File: config.mk
export PLATFORM = sky130hd
export DESIGN_NAME = touch_wake_auto_backlight_core_flat
export DESIGN_NICKNAME = d
export VERILOG_FILES = /design/src/hw/rtl/twab_pkg.sv /design/src/hw/rtl/twab_if.sv /design/src/hw/rtl/touch_wake_auto_backlight_core.sv /design/src/flat_wrapper.sv
export SDC_FILE = /design/constraint.sdc
export NUM_CORES = 1
export LEC_CHECK = 0
export ABC_AREA = 1
export ABC_CLOCK_PERIOD_IN_PS = 12200
export CAP_MARGIN = 10
export CELL_PAD_IN_SITES_DETAIL_PLACEMENT = 0
export CELL_PAD_IN_SITES_GLOBAL_PLACEMENT = 1
export CORE_ASPECT_RATIO = 0.5
export CORE_UTILIZATION = 40
export CTS_CLUSTER_DIAMETER = 80
export DETAILED_ROUTE_END_ITERATION = 8
export DONT_BUFFER_PORTS = 1
export GPL_TIMING_DRIVEN = 0
export PLACE_DENSITY_LB_ADDON = 0.12
export SETUP_SLACK_MARGIN = 0.4
export SYNTH_ARGS = -nofsm -noshare
export SYNTH_HDL_FRONTEND = slang
export SYNTH_SLANG_ARGS = --single-unit
export TNS_END_PERCENT = 50
File: constraint.sdc
create_clock -name clock -period 12.2 [get_ports clock]
set_clock_uncertainty 0.1 [all_clocks]
set_input_delay 2.44 -clock clock [delete_from_list [all_inputs] [get_ports clock]]
set_output_delay 2.44 -clock clock [all_outputs]
set_load 0.01 [all_outputs]
File: src/hw/rtl/twab_pkg.sv
package twab_pkg;

   // field widths
   localparam int TIME_W  = 32;
   localparam int COORD_W = 12;
   localparam int LIGHT_W = 12;
   localparam int DUTY_W  = 12;
   localparam int MS_W    = 16;
   localparam int WAKE_W  = 20;
   localparam int GAIN_W  = 9;
   localparam int SMOOTH_W = 20;
   localparam int FRAC_W  = 8;
   localparam int LEVEL_W = 8;

   // configuration port
   localparam int CSR_IDX_W  = 3;
   localparam int CSR_DATA_W = 20;

   typedef enum logic [CSR_IDX_W-1:0] {
      REG_TOUCH_MIN_X = 3'd0,
      REG_TOUCH_MAX_X = 3'd1,
      REG_TOUCH_MIN_Y = 3'd2,
      REG_TOUCH_MAX_Y = 3'd3,
      REG_NOISE_MS    = 3'd4,
      REG_RELEASE_MS  = 3'd5,
      REG_WAKE_MS     = 3'd6,
      REG_SMOOTH_GAIN = 3'd7
   } csr_index_type;

   // register reset values
   localparam logic [COORD_W-1:0] RST_TOUCH_MIN_X = 12'd400;
   localparam logic [COORD_W-1:0] RST_TOUCH_MAX_X = 12'd3836;
   localparam logic [COORD_W-1:0] RST_TOUCH_MIN_Y = 12'd350;
   localparam logic [COORD_W-1:0] RST_TOUCH_MAX_Y = 12'd3850;
   localparam logic [MS_W-1:0]    RST_NOISE_MS    = 16'd50;
   localparam logic [MS_W-1:0]    RST_RELEASE_MS  = 16'd50;
   localparam logic [WAKE_W-1:0]  RST_WAKE_MS     = 20'd20000;
   localparam logic [GAIN_W-1:0]  RST_SMOOTH_GAIN = 9'd26;

   // backlight levels
   localparam int LEVEL_FULL_SCALE = 255;
   localparam int WAKE_LEVEL       = 150;
   localparam int DARK_POINT       = 400;
   localparam int DUTY_MAX         = 4095;
   localparam int DUTY_STEP        = DUTY_MAX / LEVEL_FULL_SCALE;
   localparam int GAIN_ONE         = 256;

   // WAKE_LEVEL / DARK_POINT reduces to 3/8 exactly
   localparam int MAP_MUL   = 3;
   localparam int MAP_SHIFT = 3;

   // multiply-accumulate datapath for the average, two gain bits per step
   localparam int MAC_W      = 31;
   localparam int MAC_DIGITS = (GAIN_W + 1) / 2;
   localparam int MAC_CNT_W  = $clog2(MAC_DIGITS);

   function automatic logic [DUTY_W-1:0] level_to_duty(input logic [LEVEL_W-1:0] level);
      logic [DUTY_W-1:0]   lvl_clamp;
      logic [2*DUTY_W-1:0] prod;
      begin
         lvl_clamp = {{(DUTY_W-LEVEL_W){1'b0}}, level};
         if (lvl_clamp > DUTY_W'(LEVEL_FULL_SCALE)) begin
            lvl_clamp = DUTY_W'(LEVEL_FULL_SCALE);
         end
         prod = DUTY_W'(DUTY_STEP) * lvl_clamp;
         level_to_duty = prod[DUTY_W-1:0];
      end
   endfunction

   localparam logic [DUTY_W-1:0] WAKE_DUTY = level_to_duty(LEVEL_W'(WAKE_LEVEL));

endpackage

File: src/hw/rtl/twab_if.sv
interface twab_req_if;
   logic                          valid;
   logic                          ready;
   logic [twab_pkg::TIME_W-1:0]   now_ms;
   logic                          pressed;
   logic [twab_pkg::COORD_W-1:0]  raw_x;
   logic [twab_pkg::COORD_W-1:0]  raw_y;
   logic [twab_pkg::LIGHT_W-1:0]  light_level;

   modport source (output valid, now_ms, pressed, raw_x, raw_y, light_level, input ready);
   modport sink   (input valid, now_ms, pressed, raw_x, raw_y, light_level, output ready);
endinterface

interface twab_rsp_if;
   logic                          valid;
   logic                          ready;
   logic [twab_pkg::DUTY_W-1:0]   duty;
   logic                          wake_active;
   logic                          touch_valid;

   modport source (output valid, duty, wake_active, touch_valid, input ready);
   modport sink   (input valid, duty, wake_active, touch_valid, output ready);
endinterface

interface twab_csr_if;
   logic                             valid;
   logic                             ready;
   logic [twab_pkg::CSR_IDX_W-1:0]   index;
   logic [twab_pkg::CSR_DATA_W-1:0]  data;

   modport source (output valid, index, data, input ready);
   modport sink   (input valid, index, data, output ready);
endinterface

File: src/hw/rtl/touch_wake_auto_backlight_core.sv
// channel   dir   word
// req_if    in    now_ms[31:0], pressed, raw_x[11:0], raw_y[11:0], light_level[11:0]
// rsp_if    out   duty[11:0], wake_active, touch_valid
// csr_if    in    index[2:0], data[19:0] (register write, always ready)
//
// A word accepted during the wake period passes TOUCH, WAKE, EXP and OUT; otherwise
// MUL, RND and LVL come between EXP and OUT. The smoothing multiply steps
// through the gain two bits a cycle (5 steps) on a shared add. One word in work.
// reset is synchronous; it loads the register defaults and clears the sequencer and persistent state.
// A finished result waits in the output register while the next word is taken;
// a word finishing while that register is still full holds until it drains.
module touch_wake_auto_backlight_core (
   input  logic            clock,
   input  logic            reset,
   twab_req_if.sink        req_if,
   twab_rsp_if.source      rsp_if,
   twab_csr_if.sink        csr_if
);

   typedef enum logic [7:0] {
      ST_IDLE  = 8'b0000_0001,
      ST_TOUCH = 8'b0000_0010,
      ST_WAKE  = 8'b0000_0100,
      ST_EXP   = 8'b0000_1000,
      ST_MUL   = 8'b0001_0000,
      ST_RND   = 8'b0010_0000,
      ST_LVL   = 8'b0100_0000,
      ST_OUT   = 8'b1000_0000
   } state_type;

   localparam int TW = twab_pkg::TIME_W;
   localparam int MW = twab_pkg::MAC_W;

   // configuration
   logic [twab_pkg::COORD_W-1:0] min_x_ff, max_x_ff, min_y_ff, max_y_ff;
   logic [twab_pkg::MS_W-1:0]    noise_ff, release_ff;
   logic [twab_pkg::WAKE_W-1:0]  wake_ms_ff;
   logic [twab_pkg::GAIN_W-1:0]  gain_ff;

   // sequencer and persistent state
   state_type                      state_ff, state_in;
   logic                           held_ff, held_in;
   logic [TW-1:0]                  press_start_ff, press_start_in;
   logic [TW-1:0]                  last_valid_ff, last_valid_in;
   logic                           valid_ff, valid_in;
   logic                           wake_ff, wake_in;
   logic [TW-1:0]                  deadline_ff, deadline_in;
   logic [twab_pkg::SMOOTH_W-1:0]  smooth_ff, smooth_in;
   logic                           rsp_valid_ff, rsp_valid_in;

   // captured word and working registers
   logic [TW-1:0]                  now_ff, now_in;
   logic                           pressed_ff, pressed_in;
   logic [twab_pkg::COORD_W-1:0]   x_ff, x_in, y_ff, y_in;
   logic [twab_pkg::LIGHT_W-1:0]   light_ff, light_in;
   logic                           wake_out_ff, wake_out_in;
   logic signed [MW-1:0]           acc_ff, acc_in;
   logic signed [MW-1:0]           d_ff, d_in;
   logic signed [MW-1:0]           d3_ff, d3_in;
   logic [2*twab_pkg::MAC_DIGITS-1:0] g_ff, g_in;
   logic [twab_pkg::MAC_CNT_W-1:0] cnt_ff, cnt_in;
   logic [twab_pkg::LEVEL_W-1:0]   level_ff, level_in;
   logic [twab_pkg::DUTY_W-1:0]    duty_ff, duty_in;
   logic                           wake_act_ff, wake_act_in;
   logic                           touch_ff, touch_in;

   // combinational helpers
   logic                           req_fire, rsp_free;
   logic [TW-1:0]                  start_sel, sub_b, elapsed, diff;
   logic [twab_pkg::MS_W-1:0]      thr;
   logic                           elapsed_ok, in_window;
   logic [twab_pkg::GAIN_W-1:0]    gain_clamp;
   logic signed [MW-1:0]           pp;
   logic [MW-1:0]                  rnd;
   logic [twab_pkg::LIGHT_W-1:0]   s_int;
   logic [twab_pkg::LIGHT_W-1:0]   dark_gap;
   logic [twab_pkg::LIGHT_W-1:0]   scaled;

   assign req_if.ready = (state_ff == ST_IDLE);
   assign req_fire     = req_if.valid && req_if.ready;
   assign rsp_free     = !rsp_valid_ff || rsp_if.ready;
   assign csr_if.ready = 1'b1;

   assign rsp_if.valid       = rsp_valid_ff;
   assign rsp_if.duty        = duty_ff;
   assign rsp_if.wake_active = wake_act_ff;
   assign rsp_if.touch_valid = touch_ff;

   always_comb begin
      state_in       = state_ff;
      held_in        = held_ff;
      press_start_in = press_start_ff;
      last_valid_in  = last_valid_ff;
      valid_in       = valid_ff;
      wake_in        = wake_ff;
      deadline_in    = deadline_ff;
      smooth_in      = smooth_ff;
      rsp_valid_in   = rsp_valid_ff;
      now_in         = now_ff;
      pressed_in     = pressed_ff;
      x_in           = x_ff;
      y_in           = y_ff;
      light_in       = light_ff;
      wake_out_in    = wake_out_ff;
      acc_in         = acc_ff;
      d_in           = d_ff;
      d3_in          = d3_ff;
      g_in           = g_ff;
      cnt_in         = cnt_ff;
      level_in       = level_ff;
      duty_in        = duty_ff;
      wake_act_in    = wake_act_ff;
      touch_in       = touch_ff;

      // touch timing shares one subtract and compare
      start_sel  = held_ff ? press_start_ff : now_ff;
      sub_b      = pressed_ff ? start_sel : last_valid_ff;
      thr        = pressed_ff ? noise_ff : release_ff;
      elapsed    = now_ff - sub_b;
      elapsed_ok = elapsed >= {{(TW-twab_pkg::MS_W){1'b0}}, thr};
      in_window  = (x_ff >= min_x_ff) && (x_ff <= max_x_ff) &&
                   (y_ff >= min_y_ff) && (y_ff <= max_y_ff);

      diff       = now_ff - deadline_ff;
      gain_clamp = (gain_ff > twab_pkg::GAIN_W'(twab_pkg::GAIN_ONE)) ?
                   twab_pkg::GAIN_W'(twab_pkg::GAIN_ONE) : gain_ff;

      case (g_ff[1:0])
         2'd0:    pp = '0;
         2'd1:    pp = d_ff;
         2'd2:    pp = d_ff <<< 1;
         2'd3:    pp = d3_ff;
         default: pp = '0;
      endcase

      rnd      = acc_ff + MW'(128);
      s_int    = smooth_ff[twab_pkg::SMOOTH_W-1:twab_pkg::FRAC_W];
      dark_gap = twab_pkg::LIGHT_W'(twab_pkg::DARK_POINT) - s_int;
      scaled   = dark_gap * twab_pkg::LIGHT_W'(twab_pkg::MAP_MUL);

      if (rsp_valid_ff && rsp_if.ready) begin
         rsp_valid_in = 1'b0;
      end

      case (state_ff)
         ST_IDLE: begin
            if (req_fire) begin
               now_in     = req_if.now_ms;
               pressed_in = req_if.pressed;
               x_in       = req_if.raw_x;
               y_in       = req_if.raw_y;
               light_in   = req_if.light_level;
               state_in   = ST_TOUCH;
            end
         end
         ST_TOUCH: begin
            if (pressed_ff) begin
               held_in        = 1'b1;
               press_start_in = start_sel;
               if (elapsed_ok) begin
                  last_valid_in = now_ff;
                  valid_in      = in_window;
               end else begin
                  valid_in = 1'b0;
               end
            end else if (held_ff && elapsed_ok) begin
               held_in  = 1'b0;
               valid_in = 1'b0;
            end
            d_in     = $signed({11'b0, light_ff, 8'b0}) - $signed({11'b0, smooth_ff});
            acc_in   = $signed({3'b0, smooth_ff, 8'b0});
            state_in = ST_WAKE;
         end
         ST_WAKE: begin
            if (valid_ff) begin
               wake_in     = 1'b1;
               deadline_in = now_ff + {{(TW-twab_pkg::WAKE_W){1'b0}}, wake_ms_ff};
            end
            d3_in    = d_ff + (d_ff <<< 1);
            g_in     = {1'b0, gain_clamp};
            cnt_in   = '0;
            state_in = ST_EXP;
         end
         ST_EXP: begin
            wake_out_in = wake_ff;
            if (wake_ff) begin
               // the wake period ends once time has passed the deadline
               if ((diff != '0) && !diff[TW-1]) begin
                  wake_in = 1'b0;
               end
               state_in = ST_OUT;
            end else begin
               state_in = ST_MUL;
            end
         end
         ST_MUL: begin
            acc_in = acc_ff + pp;
            d_in   = d_ff <<< 2;
            d3_in  = d3_ff <<< 2;
            g_in   = g_ff >> 2;
            cnt_in = cnt_ff + 1'b1;
            if (cnt_ff == twab_pkg::MAC_CNT_W'(twab_pkg::MAC_DIGITS - 1)) begin
               state_in = ST_RND;
            end
         end
         ST_RND: begin
            smooth_in = rnd[twab_pkg::SMOOTH_W+twab_pkg::FRAC_W-1:twab_pkg::FRAC_W];
            state_in  = ST_LVL;
         end
         ST_LVL: begin
            if (s_int >= twab_pkg::LIGHT_W'(twab_pkg::DARK_POINT)) begin
               level_in = '0;
            end else begin
               level_in = twab_pkg::LEVEL_W'(scaled >> twab_pkg::MAP_SHIFT);
            end
            state_in = ST_OUT;
         end
         ST_OUT: begin
            // hold until the output register is free
            if (rsp_free) begin
               duty_in      = wake_out_ff ? twab_pkg::WAKE_DUTY :
                              twab_pkg::level_to_duty(level_ff);
               wake_act_in  = wake_out_ff;
               touch_in     = valid_ff;
               rsp_valid_in = 1'b1;
               state_in     = ST_IDLE;
            end
         end
         default: begin
            state_in = ST_IDLE;
         end
      endcase
   end

   always_ff @(posedge clock) begin
      if (reset) begin
         min_x_ff   <= twab_pkg::RST_TOUCH_MIN_X;
         max_x_ff   <= twab_pkg::RST_TOUCH_MAX_X;
         min_y_ff   <= twab_pkg::RST_TOUCH_MIN_Y;
         max_y_ff   <= twab_pkg::RST_TOUCH_MAX_Y;
         noise_ff   <= twab_pkg::RST_NOISE_MS;
         release_ff <= twab_pkg::RST_RELEASE_MS;
         wake_ms_ff <= twab_pkg::RST_WAKE_MS;
         gain_ff    <= twab_pkg::RST_SMOOTH_GAIN;
      end else if (csr_if.valid && csr_if.ready) begin
         case (twab_pkg::csr_index_type'(csr_if.index))
            twab_pkg::REG_TOUCH_MIN_X: min_x_ff   <= csr_if.data[twab_pkg::COORD_W-1:0];
            twab_pkg::REG_TOUCH_MAX_X: max_x_ff   <= csr_if.data[twab_pkg::COORD_W-1:0];
            twab_pkg::REG_TOUCH_MIN_Y: min_y_ff   <= csr_if.data[twab_pkg::COORD_W-1:0];
            twab_pkg::REG_TOUCH_MAX_Y: max_y_ff   <= csr_if.data[twab_pkg::COORD_W-1:0];
            twab_pkg::REG_NOISE_MS:    noise_ff   <= csr_if.data[twab_pkg::MS_W-1:0];
            twab_pkg::REG_RELEASE_MS:  release_ff <= csr_if.data[twab_pkg::MS_W-1:0];
            twab_pkg::REG_WAKE_MS:     wake_ms_ff <= csr_if.data[twab_pkg::WAKE_W-1:0];
            twab_pkg::REG_SMOOTH_GAIN: gain_ff    <= csr_if.data[twab_pkg::GAIN_W-1:0];
            default: begin
            end
         endcase
      end
   end

   always_ff @(posedge clock) begin
      if (reset) begin
         state_ff       <= ST_IDLE;
         held_ff        <= 1'b0;
         press_start_ff <= '0;
         last_valid_ff  <= '0;
         valid_ff       <= 1'b0;
         wake_ff        <= 1'b0;
         deadline_ff    <= '0;
         smooth_ff      <= '0;
         rsp_valid_ff   <= 1'b0;
      end else begin
         state_ff       <= state_in;
         held_ff        <= held_in;
         press_start_ff <= press_start_in;
         last_valid_ff  <= last_valid_in;
         valid_ff       <= valid_in;
         wake_ff        <= wake_in;
         deadline_ff    <= deadline_in;
         smooth_ff      <= smooth_in;
         rsp_valid_ff   <= rsp_valid_in;
      end
   end

   always_ff @(posedge clock) begin
      now_ff      <= now_in;
      pressed_ff  <= pressed_in;
      x_ff        <= x_in;
      y_ff        <= y_in;
      light_ff    <= light_in;
      wake_out_ff <= wake_out_in;
      acc_ff      <= acc_in;
      d_ff        <= d_in;
      d3_ff       <= d3_in;
      g_ff        <= g_in;
      cnt_ff      <= cnt_in;
      level_ff    <= level_in;
      duty_ff     <= duty_in;
      wake_act_ff <= wake_act_in;
      touch_ff    <= touch_in;
   end

endmodule
File: src/flat_wrapper.sv
// flat-port wrapper written by rule: the top's interface ports become plain ports
module touch_wake_auto_backlight_core_flat 
  (clock, reset, req_if_valid, req_if_now_ms, req_if_pressed, req_if_raw_x, req_if_raw_y, req_if_light_level, req_if_ready, rsp_if_valid, rsp_if_duty, rsp_if_wake_active, rsp_if_touch_valid, rsp_if_ready, csr_if_valid, csr_if_index, csr_if_data, csr_if_ready);
  twab_req_if req_if_i ();
  twab_rsp_if rsp_if_i ();
  twab_csr_if csr_if_i ();
  input  logic clock;
  input  logic reset;
  input wire logic [$bits(req_if_i.valid)-1:0] req_if_valid;
  input wire logic [$bits(req_if_i.now_ms)-1:0] req_if_now_ms;
  input wire logic [$bits(req_if_i.pressed)-1:0] req_if_pressed;
  input wire logic [$bits(req_if_i.raw_x)-1:0] req_if_raw_x;
  input wire logic [$bits(req_if_i.raw_y)-1:0] req_if_raw_y;
  input wire logic [$bits(req_if_i.light_level)-1:0] req_if_light_level;
  output wire logic [$bits(req_if_i.ready)-1:0] req_if_ready;
  output wire logic [$bits(rsp_if_i.valid)-1:0] rsp_if_valid;
  output wire logic [$bits(rsp_if_i.duty)-1:0] rsp_if_duty;
  output wire logic [$bits(rsp_if_i.wake_active)-1:0] rsp_if_wake_active;
  output wire logic [$bits(rsp_if_i.touch_valid)-1:0] rsp_if_touch_valid;
  input wire logic [$bits(rsp_if_i.ready)-1:0] rsp_if_ready;
  input wire logic [$bits(csr_if_i.valid)-1:0] csr_if_valid;
  input wire logic [$bits(csr_if_i.index)-1:0] csr_if_index;
  input wire logic [$bits(csr_if_i.data)-1:0] csr_if_data;
  output wire logic [$bits(csr_if_i.ready)-1:0] csr_if_ready;
  assign req_if_i.valid = req_if_valid;
  assign req_if_i.now_ms = req_if_now_ms;
  assign req_if_i.pressed = req_if_pressed;
  assign req_if_i.raw_x = req_if_raw_x;
  assign req_if_i.raw_y = req_if_raw_y;
  assign req_if_i.light_level = req_if_light_level;
  assign req_if_ready = req_if_i.ready;
  assign rsp_if_valid = rsp_if_i.valid;
  assign rsp_if_duty = rsp_if_i.duty;
  assign rsp_if_wake_active = rsp_if_i.wake_active;
  assign rsp_if_touch_valid = rsp_if_i.touch_valid;
  assign rsp_if_i.ready = rsp_if_ready;
  assign csr_if_i.valid = csr_if_valid;
  assign csr_if_i.index = csr_if_index;
  assign csr_if_i.data = csr_if_data;
  assign csr_if_ready = csr_if_i.ready;
  touch_wake_auto_backlight_core u_core (.clock(clock), .reset(reset), .req_if(req_if_i), .rsp_if(rsp_if_i), .csr_if(csr_if_i));
endmodule
* After elaboration in Yosys (flattened, before gate mapping) *
Index checks and enable logic that the tools add are counted.

word-level totals
  flip-flop bits (word level) = 435
  input bits = 97
  output and inout port bits = 17
  logic and storage cells = 132

cells by class
  add/subtract/negate cells = 9
  multipliers = 1
  order comparisons = 7
  equal/unequal tests = 23
  muxes and demuxes = 26
  reductions and logical operators = 33

operators by type and width
  kind                                                                     number
  31-bit case mux with 2 select lines                                      3
  31-bit case mux with 4 select lines                                      1
  32-bit 2-to-1 mux                                                        2
  8-bit case mux with 8 select lines                                       1
  32-bit subtractor                                                        2
  31-bit adder                                                             2
  32-bit by 20-bit adder with 32-bit output                                1
  32-bit by 16-bit >= comparator with 1-bit output                         1
  8-bit 2-to-1 mux                                                         4
  32-bit nonzero test                                                      1
  28-bit by 9-bit adder with 28-bit output (second input constant)         1
  2-bit AND reduction                                                      14
  12-bit >= comparator                                                     2
  12-bit less-or-equal comparator                                          2
  20-bit by 20-bit subtractor with 21-bit output                           1
  10-bit case mux with 2 select lines                                      1
  16-bit 2-to-1 mux                                                        1
  3-bit == test (second input constant)                                    5
  12-bit by 9-bit >= comparator with 1-bit output (second input constant)  1
  12-bit by 2-bit multiplier with 11-bit output (second input constant)    1
  9-bit by 12-bit subtractor with 12-bit output (first input constant)     1
  1-bit 2-to-1 mux                                                         10
  9-bit greater-than comparator (second input constant)                    1
  9-bit 2-to-1 mux                                                         1
  other kinds (24)                                                         39

* Longest topological paths before layout *
  depth after elaboration = 7
  depth in mapped cells = 32
  mapped depth without buffers = 29

* Worst setup path before layout *
Ideal clock, no wire load.

  kind = input-to-reg
  start = input req_if_valid
  end = register u_core.light_ff[0] (netlist bit), enable pin
  setup time = 0.497 ns
  data arrival time = 5.354 ns
  data required time = 11.603 ns
  slack = 6.250 ns
  stages = 2
  path buffers = 0
  path through = inv_1 nor2_1

between the ends
  longest elaborated chain between the ends = 2

RTL lines
  what                           RTL line                               RTL
  start: declaration             flat_wrapper.sv:9                      input wire logic [$bits(req_if_i.valid)-1:0] req_if_valid;
  1-bit logical AND              touch_wake_auto_backlight_core.sv:80   assign req_fire = req_if.valid && req_if.ready;
  2-bit AND reduction (no line)  --
  end signal: assignment         touch_wake_auto_backlight_core.sv:290  light_ff <= light_in;
  end: declaration               touch_wake_auto_backlight_core.sv:55   logic [twab_pkg::LIGHT_W-1:0] light_ff, light_in;

No other way between the ends.
A chain may end at the register's enable or synchronous reset.

* Worst setup path in the final report *
  start = register u_core.held_ff
  end = register u_core.last_valid_ff[29]

between the ends
  longest elaborated chain between the ends = 5

RTL lines
  what                                              RTL line                               RTL
  start: declaration                                touch_wake_auto_backlight_core.sv:42   logic held_ff, held_in;
  start signal: assignment                          touch_wake_auto_backlight_core.sv:274  held_ff <= held_in;
  32-bit 2-to-1 mux                                 touch_wake_auto_backlight_core.sv:116  start_sel = held_ff ? press_start_ff : now_ff;
  32-bit 2-to-1 mux                                 touch_wake_auto_backlight_core.sv:117  sub_b = pressed_ff ? start_sel : last_valid_ff;
  32-bit subtractor                                 touch_wake_auto_backlight_core.sv:119  elapsed = now_ff - sub_b;
  32-bit by 16-bit >= comparator with 1-bit output  touch_wake_auto_backlight_core.sv:120  elapsed_ok = elapsed >= {{(TW-twab_pkg::MS_W){1'b0}}, thr};
  3-bit AND reduction (no line)                     --
  end signal: assignment                            touch_wake_auto_backlight_core.sv:276  last_valid_ff <= last_valid_in;
  end: declaration                                  touch_wake_auto_backlight_core.sv:44   logic [TW-1:0] last_valid_ff, last_valid_in;

No other way between the ends.

==> metrics.md <==
| Metric | Value |
|---|---|
| Run status | `completed` |
| Total negative slack | `0 ps` |
| Drt pass-1 iters | `6` |
| Worst skew pair latency | `620 ps` |
| Worst-path clk slew | `70 ps` |
| Hold path endpoint | `u_core.release_ff[5]` |
| Overall power | `5.715 mW` |
| Area Growth Syn to Fin | `9.795%` |
| Final Hold Viols | `0` |
| First-pass GRT wire length | `142,200 um` |
| Routed WL per cell | `18.47 um` |
| Simple-Gate Fraction of Synth Area | `24.54%` |
| CP Max Fanout | `10` |
| XOR/XNOR share of the synthesized area | `3.067%` |
| Worst setup path class | `flip-flop to flip-flop` |
| Pins Over Slew Limit | `0` |
| Initial antenna violation count | `3` |
| Post-Place Cells | `4,919` |
| GPL Wtd Cong | `0.9116` |
| Core Area | `69,770 um2` |
| Buffers on Ports | `0` |
| Dpl ws | `6566 ps` |
| Fin nets | `4,350` |
| Ports | `114` |
| Worst rel slew slack | `20.26%` |
| Sequential fraction of the synthesis area | `35.96%` |
| Leading area contributor after synthesis | `edfxtp_1` |
| Hold buffers post-CTS | `0` |
| Worst VDD drop | `0.00009627 V` |
| DP HPWL | `73,730 um` |
| Setup ws final | `6660 ps` |
| Cells on Worst Hold Path | `2` |
| CTS tree | `yes` |
| Yosys top cell area share | `19.35%` |
| Avg Inst Size Synth | `7.203 um2` |
| Post-Syn Instances | `3,965` |
| Slowest stage delay, CP | `450 ps` |
| Via count | `25,760` |
| Starting density of the core | `40.94%` |
| CP max-delay cell | `buf_1` |
| Largest net degree at the start of global routing | `57` |
| Min Tclk post-route | `5540 ps` |
| Most frequent cells in the layout | `nand2_1 (945), inv_1 (582), nor2_1 (349)` |
| CTS H-tree lvls | `2` |
| Max_cap viols | `0` |
| R2R Path Start | `u_core.held_ff` |
| RSZ-0062 raised after global routing | `no` |
| Total global-route track usage | `25.23%` |
| Slew @ Worst Pin | `1192 ps` |
| Reg2Reg Capture Point | `u_core.last_valid_ff[29]` |
| Layout cells sized above 1 | `5.619%` |
| Cell area after layout | `31,360 um2` |
| Hold Startpoint | `u_core.release_ff[5]` |
| Vias in the first global route | `24,650` |
| CTS resizes | `0` |
| FP Rows | `68` |
| Post-CTS setup buffer count | `0` |
| Largest family of logic cells by synthesized area | `simple AND/OR/NAND/NOR gates` |
| Final setup fails | `0` |
| Final instance count without filler cells | `5,006` |
| Die X | `379.9 um` |
| F_max | `180.5 MHz` |
| # DRC | `0` |
| Post-Place Cell Area | `29,860 um2` |
| Cell Pwr Density | `182.2 nW/um2` |
| CTS Buf Count | `45` |
| Leakage power | `14.46 nW` |
| Register-to-Register Path Depth | `29` |
| Mapped cell area | `28,560 um2` |
| Startpoint types | `flip-flop` |
| Vias/cell | `5.147` |
| Hold Slack | `356.0 ps` |
| CP most frequent cell | `nand2_1` |
| GR Overflow Total | `0` |
| Top cells by area, synth | `edfxtp_1 (19%), dfxtp_1 (17%), nand2_1 (12%)` |
| Post-Synth Adder-Cell Area | `10.29%` |
| Clock Sinks | `421` |
| Most common cell after layout, fill and taps aside | `nand2_1` |
| Die area | `72,540 um2` |
| DRT iter0 DRCs | `2,085` |
| Worst path required time | `12,550 ps` |
| Hold Path Class | `flip-flop to flip-flop` |
| Final ANT Viol Nets | `0` |
| Chip height | `191.0 um` |
| Critical Path AT | `5890 ps` |
| Routed Wire Length | `92,460 um` |
| Clock buffer depth | `3` |
| Post-synthesis compound-gate area fraction | `15.52%` |
| Clock root cell | `clkbuf_16` |
| R2r setup slk | `6660 ps` |
| Multiplexer area fraction after synthesis | `0.9112%` |
| Flop and latch count out of synthesis | `421` |
| Distinct cells, synth | `53` |
| Ys Warns | `0` |
| Final period util | `45.41%` |
| Final core occ | `44.95%` |
| Worst Setup End Kind | `flip-flop` |
## cells in the mapped netlist (all sizes together)
| cell type | number |
|---|---|
| o21bai | 11 |
| clkbuf | 85 |
| buf | 28 |
| o2111ai | 1 |
| o2bb2ai | 1 |
| o211ai | 35 |
| nor3b | 1 |
| nand3 | 189 |
| a21oi | 327 |
| conb | 2 |
| a211oi | 9 |
| ha | 227 |
| and3 | 3 |
| a221oi | 3 |
| o21ai | 338 |
| fa | 5 |
| xor2 | 71 |
| and2 | 1 |
| dfxtp | 237 |
| nand2 | 986 |
| inv | 598 |
| nor2 | 358 |
| xnor2 | 29 |
| clkinv | 5 |
| o31ai | 1 |
| a31oi | 14 |
| nor3 | 36 |
| nand4 | 42 |
| o21a | 11 |
| o22ai | 2 |
| mux2i | 26 |
| edfxtp | 184 |
| o41ai | 2 |
| a31o | 1 |
| a21o | 12 |
| or2 | 31 |
| nor4 | 16 |
| nand3b | 11 |
| o221ai | 26 |
## metal layers
layer | GRT usage, % | vias to the layer above | part of all wire, %
met5 | 0 | - | 0
met4 | 6.870 | 0 | 2.4
met3 | 2.767 | 124 | 4.5
met2 | 42.24 | 571 | 46
met1 | 34.54 | 11910 | 47
li1 | - | 13160 | -
## how the worst max path moves through the flow
stage / cells past startpoint / endpoint / slack (ps) / start
floorplan: 2 / u_core.light_ff[0] / 6250 / req_if_valid
global placement: 2 / u_core.now_ff[25] / 4740 / req_if_valid
detailed placement: 29 / u_core.last_valid_ff[22] / 6570 / u_core.held_ff
CTS: 29 / u_core.last_valid_ff[22] / 6540 / u_core.held_ff
global route: 30 / u_core.last_valid_ff[15] / 6280 / u_core.held_ff
finish: 29 / u_core.last_valid_ff[29] / 6660 / u_core.held_ff
## cell type report
cell class / instances / area [um2]
multi-input combinational: 2831 / 15560
clock buffer: 59 / 1249
clock inverter: 25 / 240.2
sequential: 421 / 10270
tap: 945 / 1182
inverter: 603 / 2263
antenna: 3 / 7.507
timing repair buffer: 6 / 83.83
fill: 7258 / 38410
buffer: 113 / 503.0
## flip-flops by register name, indices dropped and copies added, names as in the netlist, 9 cells and up
| signal | flops |
|---|---|
| u_core.deadline_ff | 32 |
| u_core.now_ff | 32 |
| u_core.d_ff | 28 |
| u_core.x_ff | 12 |
| u_core.max_y_ff | 12 |
| u_core.last_valid_ff | 32 |
| u_core.g_ff | 9 |
| u_core.noise_ff | 16 |
| u_core.light_ff | 12 |
| u_core.min_y_ff | 12 |
| u_core.max_x_ff | 12 |
| u_core.release_ff | 16 |
| u_core.y_ff | 12 |
| u_core.d3_ff | 28 |
| u_core.press_start_ff | 32 |
| u_core.smooth_ff | 20 |
| u_core.min_x_ff | 12 |
| u_core.gain_ff | 9 |
| u_core.acc_ff | 28 |
| u_core.wake_ms_ff | 20 |
## critical path, delay by kind of cell, from the launching register on
family | cells | cell delay [ps]
compound gates | 4 | 640
simple gates | 15 | 1660
fa+ha+maj | 3 | 980
buf+inv | 6 | 1410
flops | 1 | 300
xor+xnor | 1 | 290
## report_power, final
group          switching (mW)  leakage, nW  internal [mW]  total, mW
registers               0.164         3.62           1.67       1.84
logic                    1.62         10.1          0.836       2.46
clock network           0.628        0.723          0.792       1.42
## kinds of logic (layout without fill, tap and decap cells)
| logic type | Yosys count | in the layout |
|---|---|---|
| AND/OR/NAND/NOR | 1674 | 1674 |
| AO/OA/AOI/OAI | 794 | 794 |
| buffers and inverters | 716 | 806 |
| flip-flops | 421 | 421 |
| adder cells (fa/ha/maj) | 232 | 232 |
| XOR/XNOR | 100 | 100 |
| multiplexers | 26 | 26 |
| other | 2 | 8 |
No activity file was read; power rests on OpenSTA's default activity.
